### src/rtl/core/rpvg_pkg.sv
package rpvg_pkg;

   // Side count limits
   localparam int MAX_SIDES = 64;
   localparam int MIN_SIDES = 3;
   localparam int SIDE_W    = 7;
   localparam int K_W       = $clog2(MAX_SIDES);

   // Angle: unsigned fraction of a turn
   localparam int ANGLE_W   = 16;
   localparam int QUARTER_W = ANGLE_W - 2;
   localparam int DIV_CNT_W = $clog2(ANGLE_W);

   // CORDIC
   localparam int CORDIC_STEPS = 18;
   localparam int STEP_W       = $clog2(CORDIC_STEPS);
   localparam logic signed [31:0] CORDIC_GAIN_Q30 = 32'sd652032874;
   localparam logic [32:0]        PI_Q31          = 33'd6746518852;
   localparam int ZPROD_W = QUARTER_W + 33;

   typedef struct packed {
      logic [SIDE_W-1:0]  side_count;
      logic signed [31:0] radius;
   } req_word_type;

   typedef struct packed {
      logic signed [31:0] x_coord;
      logic signed [31:0] y_coord;
      logic               is_last;
   } rsp_word_type;

   typedef enum logic [2:0] {
      CP_IDLE,
      CP_SCALE,
      CP_LOAD,
      CP_ITER,
      CP_MAP
   } cordic_state_type;

   typedef enum logic [3:0] {
      ST_IDLE,
      ST_DIV_GO,
      ST_DIV_WAIT,
      ST_TRIG_GO,
      ST_TRIG_WAIT,
      ST_MUL_X,
      ST_MUL_Y,
      ST_RND_Y,
      ST_EMIT
   } gen_state_type;

   // atan(2^-i) in Q30, truncated
   function automatic logic signed [31:0] cordic_atan(input logic [STEP_W-1:0] idx);
      logic signed [31:0] val;
      case (idx)
         5'd0:    val = 32'sh3243F6A8;
         5'd1:    val = 32'sh1DAC6705;
         5'd2:    val = 32'sh0FADBAFC;
         5'd3:    val = 32'sh07F56EA6;
         5'd4:    val = 32'sh03FEAB76;
         5'd5:    val = 32'sh01FFD55B;
         5'd6:    val = 32'sh00FFFAAA;
         5'd7:    val = 32'sh007FFF55;
         5'd8:    val = 32'sh003FFFEA;
         5'd9:    val = 32'sh001FFFFD;
         5'd10:   val = 32'sh000FFFFF;
         5'd11:   val = 32'sh0007FFFF;
         5'd12:   val = 32'sh0003FFFF;
         5'd13:   val = 32'sh0001FFFF;
         5'd14:   val = 32'sh0000FFFF;
         5'd15:   val = 32'sh00007FFF;
         5'd16:   val = 32'sh00003FFF;
         5'd17:   val = 32'sh00001FFF;
         default: val = 32'sh00000000;
      endcase
      return val;
   endfunction

   // (prod + 2^29) >> 30, floor, saturated to 32 bits
   function automatic logic signed [31:0] round_sat(input logic signed [63:0] prod);
      logic signed [63:0] biased;
      logic signed [33:0] shifted;
      logic signed [31:0] res;
      biased  = prod + 64'sd536870912;
      shifted = $signed(biased[63:30]);
      if (shifted > 34'sd2147483647) begin
         res = 32'sh7FFFFFFF;
      end else if (shifted < -34'sd2147483648) begin
         res = 32'sh80000000;
      end else begin
         res = $signed(shifted[31:0]);
      end
      return res;
   endfunction

endpackage

### src/rtl/core/rpvg_angle_div.sv
module rpvg_angle_div
   import rpvg_pkg::*;
(
   input  logic               clock,
   input  logic               reset,
   input  logic               start,
   input  logic [K_W-1:0]     vertex_idx,
   input  logic [SIDE_W-1:0]  sides,
   output logic               done,
   output logic [ANGLE_W-1:0] angle
);

   // Restoring division of (k * 2^16 + n/2) by n. k < n, so the
   // upper part seeds the remainder and 16 quotient bits remain.
   logic                 busy_ff;
   logic                 done_ff;
   logic [DIV_CNT_W-1:0] cnt_ff;
   logic [K_W-1:0]       rem_ff;
   logic [ANGLE_W-1:0]   quo_ff;

   logic [SIDE_W-1:0] trial;
   logic              fits;
   logic [K_W-1:0]    rem_in;
   logic [ANGLE_W-1:0] quo_in;

   always_comb begin
      trial  = {rem_ff, quo_ff[ANGLE_W-1]};
      fits   = (trial >= sides);
      rem_in = fits ? K_W'(trial - sides) : trial[K_W-1:0];
      quo_in = {quo_ff[ANGLE_W-2:0], fits};
   end

   always_ff @(posedge clock) begin
      if (reset) begin
         busy_ff <= 1'b0;
         done_ff <= 1'b0;
         cnt_ff  <= '0;
      end else begin
         done_ff <= 1'b0;
         if (start) begin
            busy_ff <= 1'b1;
            cnt_ff  <= '0;
         end else if (busy_ff) begin
            cnt_ff <= cnt_ff + 1'b1;
            if (cnt_ff == DIV_CNT_W'(ANGLE_W - 1)) begin
               busy_ff <= 1'b0;
               done_ff <= 1'b1;
            end
         end
      end
   end

   always_ff @(posedge clock) begin
      if (start) begin
         rem_ff <= vertex_idx;
         quo_ff <= ANGLE_W'(sides >> 1);
      end else if (busy_ff) begin
         rem_ff <= rem_in;
         quo_ff <= quo_in;
      end
   end

   assign done  = done_ff;
   assign angle = quo_ff;

endmodule

### src/rtl/core/rpvg_cordic.sv
module rpvg_cordic
   import rpvg_pkg::*;
(
   input  logic               clock,
   input  logic               reset,
   input  logic               start,
   input  logic [ANGLE_W-1:0] angle,
   output logic               done,
   output logic signed [31:0] cos_q30,
   output logic signed [31:0] sin_q30
);

   cordic_state_type state_ff, state_in;

   logic                done_ff;
   logic [ANGLE_W-1:0]  angle_ff;
   logic [ZPROD_W-1:0]  zprod_ff;
   logic [STEP_W-1:0]   step_ff;
   logic signed [31:0]  x_ff, y_ff, z_ff;
   logic signed [31:0]  cos_ff, sin_ff;

   logic signed [31:0]  dx, dy, x_in, y_in, z_in, atan_val;

   always_ff @(posedge clock) begin
      if (reset) begin
         state_ff <= CP_IDLE;
         done_ff  <= 1'b0;
      end else begin
         state_ff <= state_in;
         done_ff  <= (state_ff == CP_MAP);
      end
   end

   always_comb begin
      state_in = state_ff;
      case (state_ff)
         CP_IDLE:  if (start) state_in = CP_SCALE;
         CP_SCALE: state_in = CP_LOAD;
         CP_LOAD:  state_in = CP_ITER;
         CP_ITER:  if (step_ff == STEP_W'(CORDIC_STEPS - 1)) state_in = CP_MAP;
         CP_MAP:   state_in = CP_IDLE;
         default:  state_in = CP_IDLE;
      endcase
   end

   // one micro-rotation
   always_comb begin
      dx       = y_ff >>> step_ff;
      dy       = x_ff >>> step_ff;
      atan_val = cordic_atan(step_ff);
      if (!z_ff[31]) begin
         x_in = x_ff - dx;
         y_in = y_ff + dy;
         z_in = z_ff - atan_val;
      end else begin
         x_in = x_ff + dx;
         y_in = y_ff - dy;
         z_in = z_ff + atan_val;
      end
   end

   always_ff @(posedge clock) begin
      case (state_ff)
         CP_IDLE: begin
            if (start) angle_ff <= angle;
         end
         CP_SCALE: begin
            // quarter-turn fraction to radians, Q30
            zprod_ff <= ZPROD_W'(angle_ff[QUARTER_W-1:0]) * ZPROD_W'(PI_Q31);
         end
         CP_LOAD: begin
            z_ff    <= $signed({1'b0, zprod_ff[ZPROD_W-1:16]});
            x_ff    <= CORDIC_GAIN_Q30;
            y_ff    <= '0;
            step_ff <= '0;
         end
         CP_ITER: begin
            x_ff    <= x_in;
            y_ff    <= y_in;
            z_ff    <= z_in;
            step_ff <= step_ff + 1'b1;
         end
         CP_MAP: begin
            case (angle_ff[ANGLE_W-1:ANGLE_W-2])
               2'd0: begin
                  cos_ff <= x_ff;
                  sin_ff <= y_ff;
               end
               2'd1: begin
                  cos_ff <= -y_ff;
                  sin_ff <= x_ff;
               end
               2'd2: begin
                  cos_ff <= -x_ff;
                  sin_ff <= -y_ff;
               end
               default: begin
                  cos_ff <= y_ff;
                  sin_ff <= -x_ff;
               end
            endcase
         end
         default: begin
         end
      endcase
   end

   assign done    = done_ff;
   assign cos_q30 = cos_ff;
   assign sin_q30 = sin_ff;

endmodule

### src/rtl/core/regular_polygon_vertex_generator.sv
// Channel   Ports                          Direction  Word
// request   req_valid/req_stall/req_word   in         side count, radius (Q16.16)
// response  rsp_valid/rsp_stall/rsp_word   out        x, y (Q16.16), last flag
//
// One request at a time: req_stall is high from acceptance until the last vertex
// has been loaded into the output register. Each vertex takes these steps in order:
// division start, 16 division steps plus done, CORDIC start, a CORDIC pass
// (scale, load, 18 rotations, quadrant map) plus done, the multiply/round states
// and the emit state. Synchronous active-high reset clears the sequencers and
// output valid only. A stalled response holds; the next vertex is computed and waits.
module regular_polygon_vertex_generator
   import rpvg_pkg::*;
(
   input  logic         clock,
   input  logic         reset,
   input  logic         req_valid,
   output logic         req_stall,
   input  req_word_type req_word,
   output logic         rsp_valid,
   input  logic         rsp_stall,
   output rsp_word_type rsp_word
);

   gen_state_type state_ff, state_in;

   // per-request operands
   logic [SIDE_W-1:0]  n_ff;
   logic signed [31:0] r_ff;
   logic [K_W-1:0]     k_ff;

   // scaling datapath
   logic signed [63:0] prod_ff;
   logic signed [31:0] x_ff;
   logic signed [31:0] y_ff;

   // output register
   logic               rsp_valid_ff;
   rsp_word_type       rsp_word_ff;

   logic               div_start, trig_start, out_free, out_load, is_last, take_req;
   logic               div_done, trig_done;
   logic [ANGLE_W-1:0] angle;
   logic signed [31:0] cos_q30, sin_q30, mul_b;
   logic [SIDE_W-1:0]  n_clamped;

   rpvg_angle_div u_div (
      .clock      (clock),
      .reset      (reset),
      .start      (div_start),
      .vertex_idx (k_ff),
      .sides      (n_ff),
      .done       (div_done),
      .angle      (angle)
   );

   rpvg_cordic u_cordic (
      .clock   (clock),
      .reset   (reset),
      .start   (trig_start),
      .angle   (angle),
      .done    (trig_done),
      .cos_q30 (cos_q30),
      .sin_q30 (sin_q30)
   );

   // side count clamped into the legal range
   always_comb begin
      if (req_word.side_count < SIDE_W'(MIN_SIDES)) begin
         n_clamped = SIDE_W'(MIN_SIDES);
      end else if (req_word.side_count > SIDE_W'(MAX_SIDES)) begin
         n_clamped = SIDE_W'(MAX_SIDES);
      end else begin
         n_clamped = req_word.side_count;
      end
   end

   assign out_free = !rsp_valid_ff || !rsp_stall;
   assign is_last  = ((SIDE_W'(k_ff) + SIDE_W'(1)) == n_ff);
   assign mul_b    = (state_ff == ST_MUL_X) ? cos_q30 : sin_q30;

   always_comb begin
      state_in   = state_ff;
      div_start  = 1'b0;
      trig_start = 1'b0;
      out_load   = 1'b0;
      take_req   = 1'b0;
      case (state_ff)
         ST_IDLE: begin
            if (req_valid) begin
               take_req = 1'b1;
               state_in = ST_DIV_GO;
            end
         end
         ST_DIV_GO: begin
            div_start = 1'b1;
            state_in  = ST_DIV_WAIT;
         end
         ST_DIV_WAIT: begin
            if (div_done) state_in = ST_TRIG_GO;
         end
         ST_TRIG_GO: begin
            trig_start = 1'b1;
            state_in   = ST_TRIG_WAIT;
         end
         ST_TRIG_WAIT: begin
            if (trig_done) state_in = ST_MUL_X;
         end
         ST_MUL_X: state_in = ST_MUL_Y;
         ST_MUL_Y: state_in = ST_RND_Y;
         ST_RND_Y: state_in = ST_EMIT;
         ST_EMIT: begin
            if (out_free) begin
               out_load = 1'b1;
               state_in = is_last ? ST_IDLE : ST_DIV_GO;
            end
         end
         default: state_in = ST_IDLE;
      endcase
   end

   always_ff @(posedge clock) begin
      if (reset) begin
         state_ff     <= ST_IDLE;
         rsp_valid_ff <= 1'b0;
      end else begin
         state_ff <= state_in;
         if (out_load) begin
            rsp_valid_ff <= 1'b1;
         end else if (!rsp_stall) begin
            rsp_valid_ff <= 1'b0;
         end
      end
   end

   always_ff @(posedge clock) begin
      if (take_req) begin
         n_ff <= n_clamped;
         r_ff <= req_word.radius;
         k_ff <= '0;
      end else if (out_load) begin
         k_ff <= k_ff + 1'b1;
      end
      // shared multiplier: x product, then y product while x is rounded
      if (state_ff == ST_MUL_X || state_ff == ST_MUL_Y) begin
         prod_ff <= 64'(r_ff) * 64'(mul_b);
      end
      if (state_ff == ST_MUL_Y) x_ff <= round_sat(prod_ff);
      if (state_ff == ST_RND_Y) y_ff <= round_sat(prod_ff);
      if (out_load) begin
         rsp_word_ff.x_coord <= x_ff;
         rsp_word_ff.y_coord <= y_ff;
         rsp_word_ff.is_last <= is_last;
      end
   end

   assign req_stall = (state_ff != ST_IDLE);
   assign rsp_valid = rsp_valid_ff;
   assign rsp_word  = rsp_word_ff;

endmodule
### config.mk
export PLATFORM = sky130hd
export DESIGN_NAME = regular_polygon_vertex_generator
export DESIGN_NICKNAME = d
export VERILOG_FILES = /design/src/rtl/core/rpvg_pkg.sv /design/src/rtl/core/rpvg_angle_div.sv /design/src/rtl/core/rpvg_cordic.sv /design/src/rtl/core/regular_polygon_vertex_generator.sv
export SDC_FILE = /design/constraint.sdc
export NUM_CORES = 2
export LEC_CHECK = 0
export BUFFER_PORTS_ARGS = -buffer_cell sky130_fd_sc_hd__buf_2
export CAP_MARGIN = 20
export CORE_MARGIN = 2
export CORE_UTILIZATION = 40
export DETAILED_ROUTE_END_ITERATION = 10
export PLACE_DENSITY = 0.6
export RECOVER_POWER = 100
export SLEW_MARGIN = 20
export SYNTH_ARGS = -nofsm -noshare
export SYNTH_HDL_FRONTEND = slang
export SYNTH_SLANG_ARGS = --single-unit
### constraint.sdc
create_clock -name clock -period 12.95 [get_ports clock]
set_clock_uncertainty 0.05 [all_clocks]
set_input_delay 1.295 -clock clock [delete_from_list [all_inputs] [get_ports clock]]
set_output_delay 1.295 -clock clock [all_outputs]
set_load 0.01 [all_outputs]
Yosys cells after proc, flatten, opt, wreduce, memory -nomap -nowiden --
Memories as Yosys holds them, arrays and structs flattened. A register that Yosys moved wholly into a read port is not among the register bits. Index checks and enable logic that the tools add are counted.
Storage, ports and cells: flip-flop bits (word level) 501, memory bits (read-only) 960, bits of input ports 43, output and inout port bits 67, word-level logic and storage cells 133, memories kept 1
Operators by class: add/subtract/negate cells 14, multiply operators 2, $lt $le $gt $ge 5, equal/unequal tests 24, shifts and indexed selects 2, multiplexer cells 40, bitwise operators 1, reductions and logical operators 16
Memory list:
- (name not given) | words 32, width 30, rd ports 1, clocked after memory_dff 1, write ports 0, line rpvg_pkg.sv:55 | case (idx)
Operator list (number):
- 32-bit two-way mux | 6
- 32-bit case mux with 2 select lines | 3
- 32-bit case mux with 3 select lines | 2
- 32-bit adder | 3
- 32-bit subtractor | 3
- 64-bit by 31-bit adder with 64-bit output (second input constant) | 1
- 32-bit by 32-bit multiplier with 64-bit output | 1
- 32-bit negation | 2
- 32-bit by 5-bit >>> shifter with 32-bit output | 2
- 14-bit by 31-bit multiplier with 45-bit output (second input constant) | 1
- 4-bit case mux with 9 select lines | 1
- 34-bit by 32-bit > comparator with 1-bit output (second input constant) | 1
- 34-bit by 32-bit < comparator with 1-bit output (second input constant) | 1
- 6-bit two-way mux | 5
- 4-bit by 3-bit equality test with 1-bit output (second input constant) | 4
- 4-bit two-way mux | 4
- 1-bit two-way mux | 13
- 3-bit case mux with 4 select lines | 1
- 5-bit case mux with 2 select lines | 1
- 4-bit by 2-bit equality test with 1-bit output (second input constant) | 2
- 4-bit equality test (second input constant) | 2
- 2-bit by 1-bit != test with 1-bit output (second input constant) | 4
- 6-bit by 1-bit adder with 7-bit output (second input constant) | 1
- 7-bit equality test | 1
- 30 further kinds | 39

Depth between registers and ports, before layout --
word-level depth 5, gate-level depth with buffers 34, mapped depth without buffers 30

Cells and area by module --
Synthesis repeated with hierarchy kept, for this count alone.
Second synthesis, totals: cells, all modules 7628, area, all modules 74381.3 µm²
Modules (own cells, without submodules):
- regular_polygon_vertex_generator | instances 1, cells an instance 4429, area each 44368.8 µm², seq. area each 6316.1 µm²
- rpvg_cordic | instances 1, cells an instance 3060, area each 28517.4 µm², seq. area each 7046.8 µm²
- rpvg_angle_div | instances 1, cells an instance 139, area each 1495.2 µm², seq. area each 680.7 µm²

Worst setup path after synthesis --
Ideal clock, no wire load.
path type register to register, start reg state_ff[1], end reg prod_ff[63], data pin, setup time 0.260 ns, data arrival time 9.366 ns, data required time 12.640 ns, setup slack 3.274 ns, cell stages (with the launch flop) 33, path buffers 5, period minus slack after synthesis 9.676 ns, cells stage by stage dfxtp_1 clkbuf_1 nor4bb_1 clkbuf_1 clkbuf_1 clkbuf_1 mux2_2 clkbuf_1 nand2_1 inv_1 fa_1 fa_1 fa_1 fa_1 inv_1 fa_1 inv_1 fa_1 inv_1 fa_1 inv_1 fa_1 ha_1 a21o_1 a21o_1 a21oi_1 inv_1 a221oi_1 o21ai_0 a21oi_1 o21ai_0 a21oi_1 xnor2_1
On the way: cells in the longest elaborated chain, start to end 3
Ends and longest elaborated chain:
- from (decl) | line regular_polygon_vertex_generator.sv:24 | gen_state_type state_ff, state_in;
- from (signal assigned) | line regular_polygon_vertex_generator.sv:126 | state_ff <= state_in;
- 4-bit by 3-bit equality test with 1-bit output | line regular_polygon_vertex_generator.sv:79 | assign mul_b = (state_ff == ST_MUL_X) ? cos_q30 : sin_q30;
- 32-bit two-way mux | line regular_polygon_vertex_generator.sv:79
- 32-bit by 32-bit multiplier with 64-bit output | line regular_polygon_vertex_generator.sv:145 | prod_ff <= 64'(r_ff) * 64'(mul_b);
- to (signal assigned) | line regular_polygon_vertex_generator.sv:145
- to (decl) | line regular_polygon_vertex_generator.sv:32 | logic signed [63:0] prod_ff;
No other way between the ends. A chain may end at the register's enable or synchronous reset.

Worst setup path in the final report --
start reg state_ff[2], end reg prod_ff[60], data pin
The elaborated chain is that of the path after synthesis.

==> key figures <==
Run status
  • Status: finished, violations left
  • Failing checks: max-capacitance violations, max-slew violations

Min path
  • Worst Hold Class: flip-flop to flip-flop
  • Hold depth: 0
  • Hold endpoint: rsp_word[35]$_DFFE_PP_
  • Min-delay src: x_ff[2]$_DFFE_PP_

Clock network
  • Resized cells post-CTS: 0
  • CTS Root Cell: clkbuf_16
  • Max clock buf depth: 3
  • Clock Latency Late Sink: 0.75 ns
  • CTS buffer count: 58
  • H-tree Lvls: 2
  • CTS Sinks: 488
  • Post-CTS Setup Inserts: 0
  • # hold bufs at CTS: 0
  • Reg clk slew, reported paths: 0.07 ns
  • CTS tree: yes

Worst setup path
  • CP Capture Type: flip-flop
  • Worst Path Arrival: 12.00 ns
  • FF-to-FF Start: state_ff[2]$_SDFFE_PP0P_
  • CP max stage delay: 1.90 ns
  • R2R Path End: prod_ff[60]$_DFFE_PP_
  • CP max-delay cell: mux2i_1
  • Critical Path RT: 13.39 ns
  • Slack of the worst reg-to-reg path: 1.38 ns
  • Startpoint types: flip-flop
  • CP Max Fanout: 32
  • R2R depth: 28
  • Critical path's most frequent cell: fa_1
  • CP Class: flip-flop to flip-flop

STA
  • Fin worst setup slack: 1.38 ns
  • Final Hold Vio Count: 0
  • # setup viols final: 0
  • Post-route minimum period: 11.57 ns
  • Slew headroom: -169%
  • Period utilisation layout: 89.3%
  • Worst slew pin tran: 4.04 ns
  • Highest Clock Rate: 86.4 MHz
  • Setup TNS Final: 0 ns
  • RSZ-0062 raised after global routing: false
  • Fin. max-slew vios: 682

Die
  • Die width: 427 um
  • Ports: 110
  • Initial Utilization: 40.2%
  • Full die area: 0.182 mm^2
  • FP Rows: 155
  • Area of the core: 0.178 mm^2
  • Die height: 427 um

Synth
  • Most used DFF post-synth: edfxtp_1
  • Synth Net Count: 8,881
  • Post-synth cell types: 87
  • Post-Syn Area: 0.0715 mm^2
  • Async SR Flop Fraction: 0%
  • Sequential fraction of the synthesis area: 19.6%
  • Cells after Synth: 7,172
  • Post-synth EDFFs: 427
  • Synthesis warning total: 0
  • Area leader, netlist: fa_1
  • Synth Area per Inst: 9.97 um^2
  • Synth top area cells: fa_1 34%, edfxtp_1 18%, ha_1 8.0%, inv_1 6.4%, nand2_1 4.1%
  • Yosys top cell area share: 33.9%
  • Yosys reg bits: 488

Drt
  • WL per Instance: 19.4 um
  • WL final: 184 mm
  • First-pass detailed-route iteration total: 6
  • Drc violations: 0
  • Remaining antenna violation count: 0
  • Total vias in the final route: 49,600
  • DRT iter0 DRCs: 3,204
  • Vias/cell: 5.24

Global route
  • Pin count of the biggest net entering global routing: 108
  • First-pass GRT wire length: 298 mm
  • Initial antenna violation count: 7
  • Number of global-route vias before repair: 53,600
  • GRT Total Usage: 20.7%
  • Total gr overflow: 0

Place
  • Placer Congestion: 0.926
  • DP HPWL: 142 mm
  • Input/output buffers: 109
  • Post-placement setup slack: 2.31 ns
  • Placed insts: 9,350

Layout
  • Share of cells above drive strength 1: 5.63%
  • Non-Filler Instances: 9,463
  • Area Growth Syn to Fin: 6.78%
  • Nets: 8,765
  • Most frequent cells in the layout: 1,210 x inv_1, 1,209 x fa_1, 773 x nand2_1
  • Most common cell after layout, fill and taps aside: inv_1

Flow run
  • Max-cap violation count: 15
[final cells by class]
| class | instances | area (um^2) |
|---|---|---|
| clock inverter | 44 | 647 |
| timing repair buffer | 198 | 1070 |
| fill | 17100 | 102000 |
| sequential | 488 | 14000 |
| antenna | 3 | 7.51 |
| clock buffer | 65 | 1520 |
| multi-input combinational | 5096 | 51600 |
| tap | 2355 | 2950 |
| inverter | 1214 | 4560 |
[synthesized netlist by cell type, types with 165 or more instances]
cell and number:
and2_1 297, ha_1 457, nor2b_1 263, a21oi_1 271, nor2_1 364, xnor2_1 211, nand2_1 773, inv_1 1212
xor2_1 165, edfxtp_1 427, o21ai_0 218, fa_1 1209, clkbuf_1 332
[logic make-up (layout without fill, tap and decap cells)]
kind of cell | after synthesis | after routing | synth area share [%]
AO/OA/AOI/OAI | 817 | 817 | 6.99
XOR/XNOR | 376 | 376 | 4.61
adder cells (fa/ha/maj) | 1666 | 1666 | 41.9
buffers and inverters | 1588 | 1521 | 8.41
flip-flops | 488 | 488 | 19.6
multiplexers | 196 | 196 | 4.62
other | 0 | 3 | 0
AND/OR/NAND/NOR | 2041 | 2041 | 13.9
[stage by stage]
stage	utilization (%)	hold WS (ns)	area (um^2)
finish	42.9	0.368	76300
floorplan	-	0.350	71500
global placement	41.8	0.352	74400
global route	42.9	0.373	76300
detailed placement	41.8	0.355	74400
CTS	43.0	0.369	76600
[critical path: cells and delay by family (launching register included)]
kind            cells  cell delay, ns
fa+ha+maj           9            4.35
buf+inv             5            1.66
mux                 1            1.90
compound gates      8            1.87
simple gates        4            0.76
flops               1            0.52
xor+xnor            1            0.08
[state kept, by name, summed over array words and instances, names as in the netlist, 3 cells and up]
| signal | flops |
|---|---|
| u_cordic.y_ff | 32 |
| u_div.cnt_ff | 4 |
| u_cordic.zprod_ff | 31 |
| u_div.rem_ff | 6 |
| x_ff | 32 |
| y_ff | 32 |
| u_cordic.sin_q30 | 32 |
| u_cordic.cos_q30 | 32 |
| u_div.angle | 16 |
| u_cordic.atan_val | 30 |
| u_cordic.step_ff | 5 |
| k_ff | 6 |
| n_ff | 7 |
| u_cordic.state_ff | 3 |
| state_ff | 4 |
| u_cordic.z_ff | 32 |
| rsp_word | 65 |
| prod_ff | 35 |
| u_cordic.x_ff | 32 |
| r_ff | 32 |
| u_cordic.angle_ff | 16 |
[worst max path at each step]
stage                                        start                    end  slack [ns]
after floorplan           state_ff[1]$_SDFFE_PP0P_  prod_ff[63]$_DFFE_PP_        3.27
after global placement    state_ff[2]$_SDFFE_PP0P_  prod_ff[63]$_DFFE_PP_        2.42
after detailed placement  state_ff[2]$_SDFFE_PP0P_  prod_ff[63]$_DFFE_PP_        2.31
after CTS                 state_ff[2]$_SDFFE_PP0P_  prod_ff[63]$_DFFE_PP_        2.30
after global routing      state_ff[2]$_SDFFE_PP0P_  prod_ff[60]$_DFFE_PP_        0.86
final                     state_ff[2]$_SDFFE_PP0P_  prod_ff[60]$_DFFE_PP_        1.38
[per-layer routing]
metal	part of all wire, %	GRT usage, %
met1	42	27.3
met3	5.0	2.23
met5	0.0065	0
met2	50	36.2
met4	2.9	5.65
Power is not shown: default switching activity piles up to over one toggle a cycle in this logic, so the estimate is an artifact.
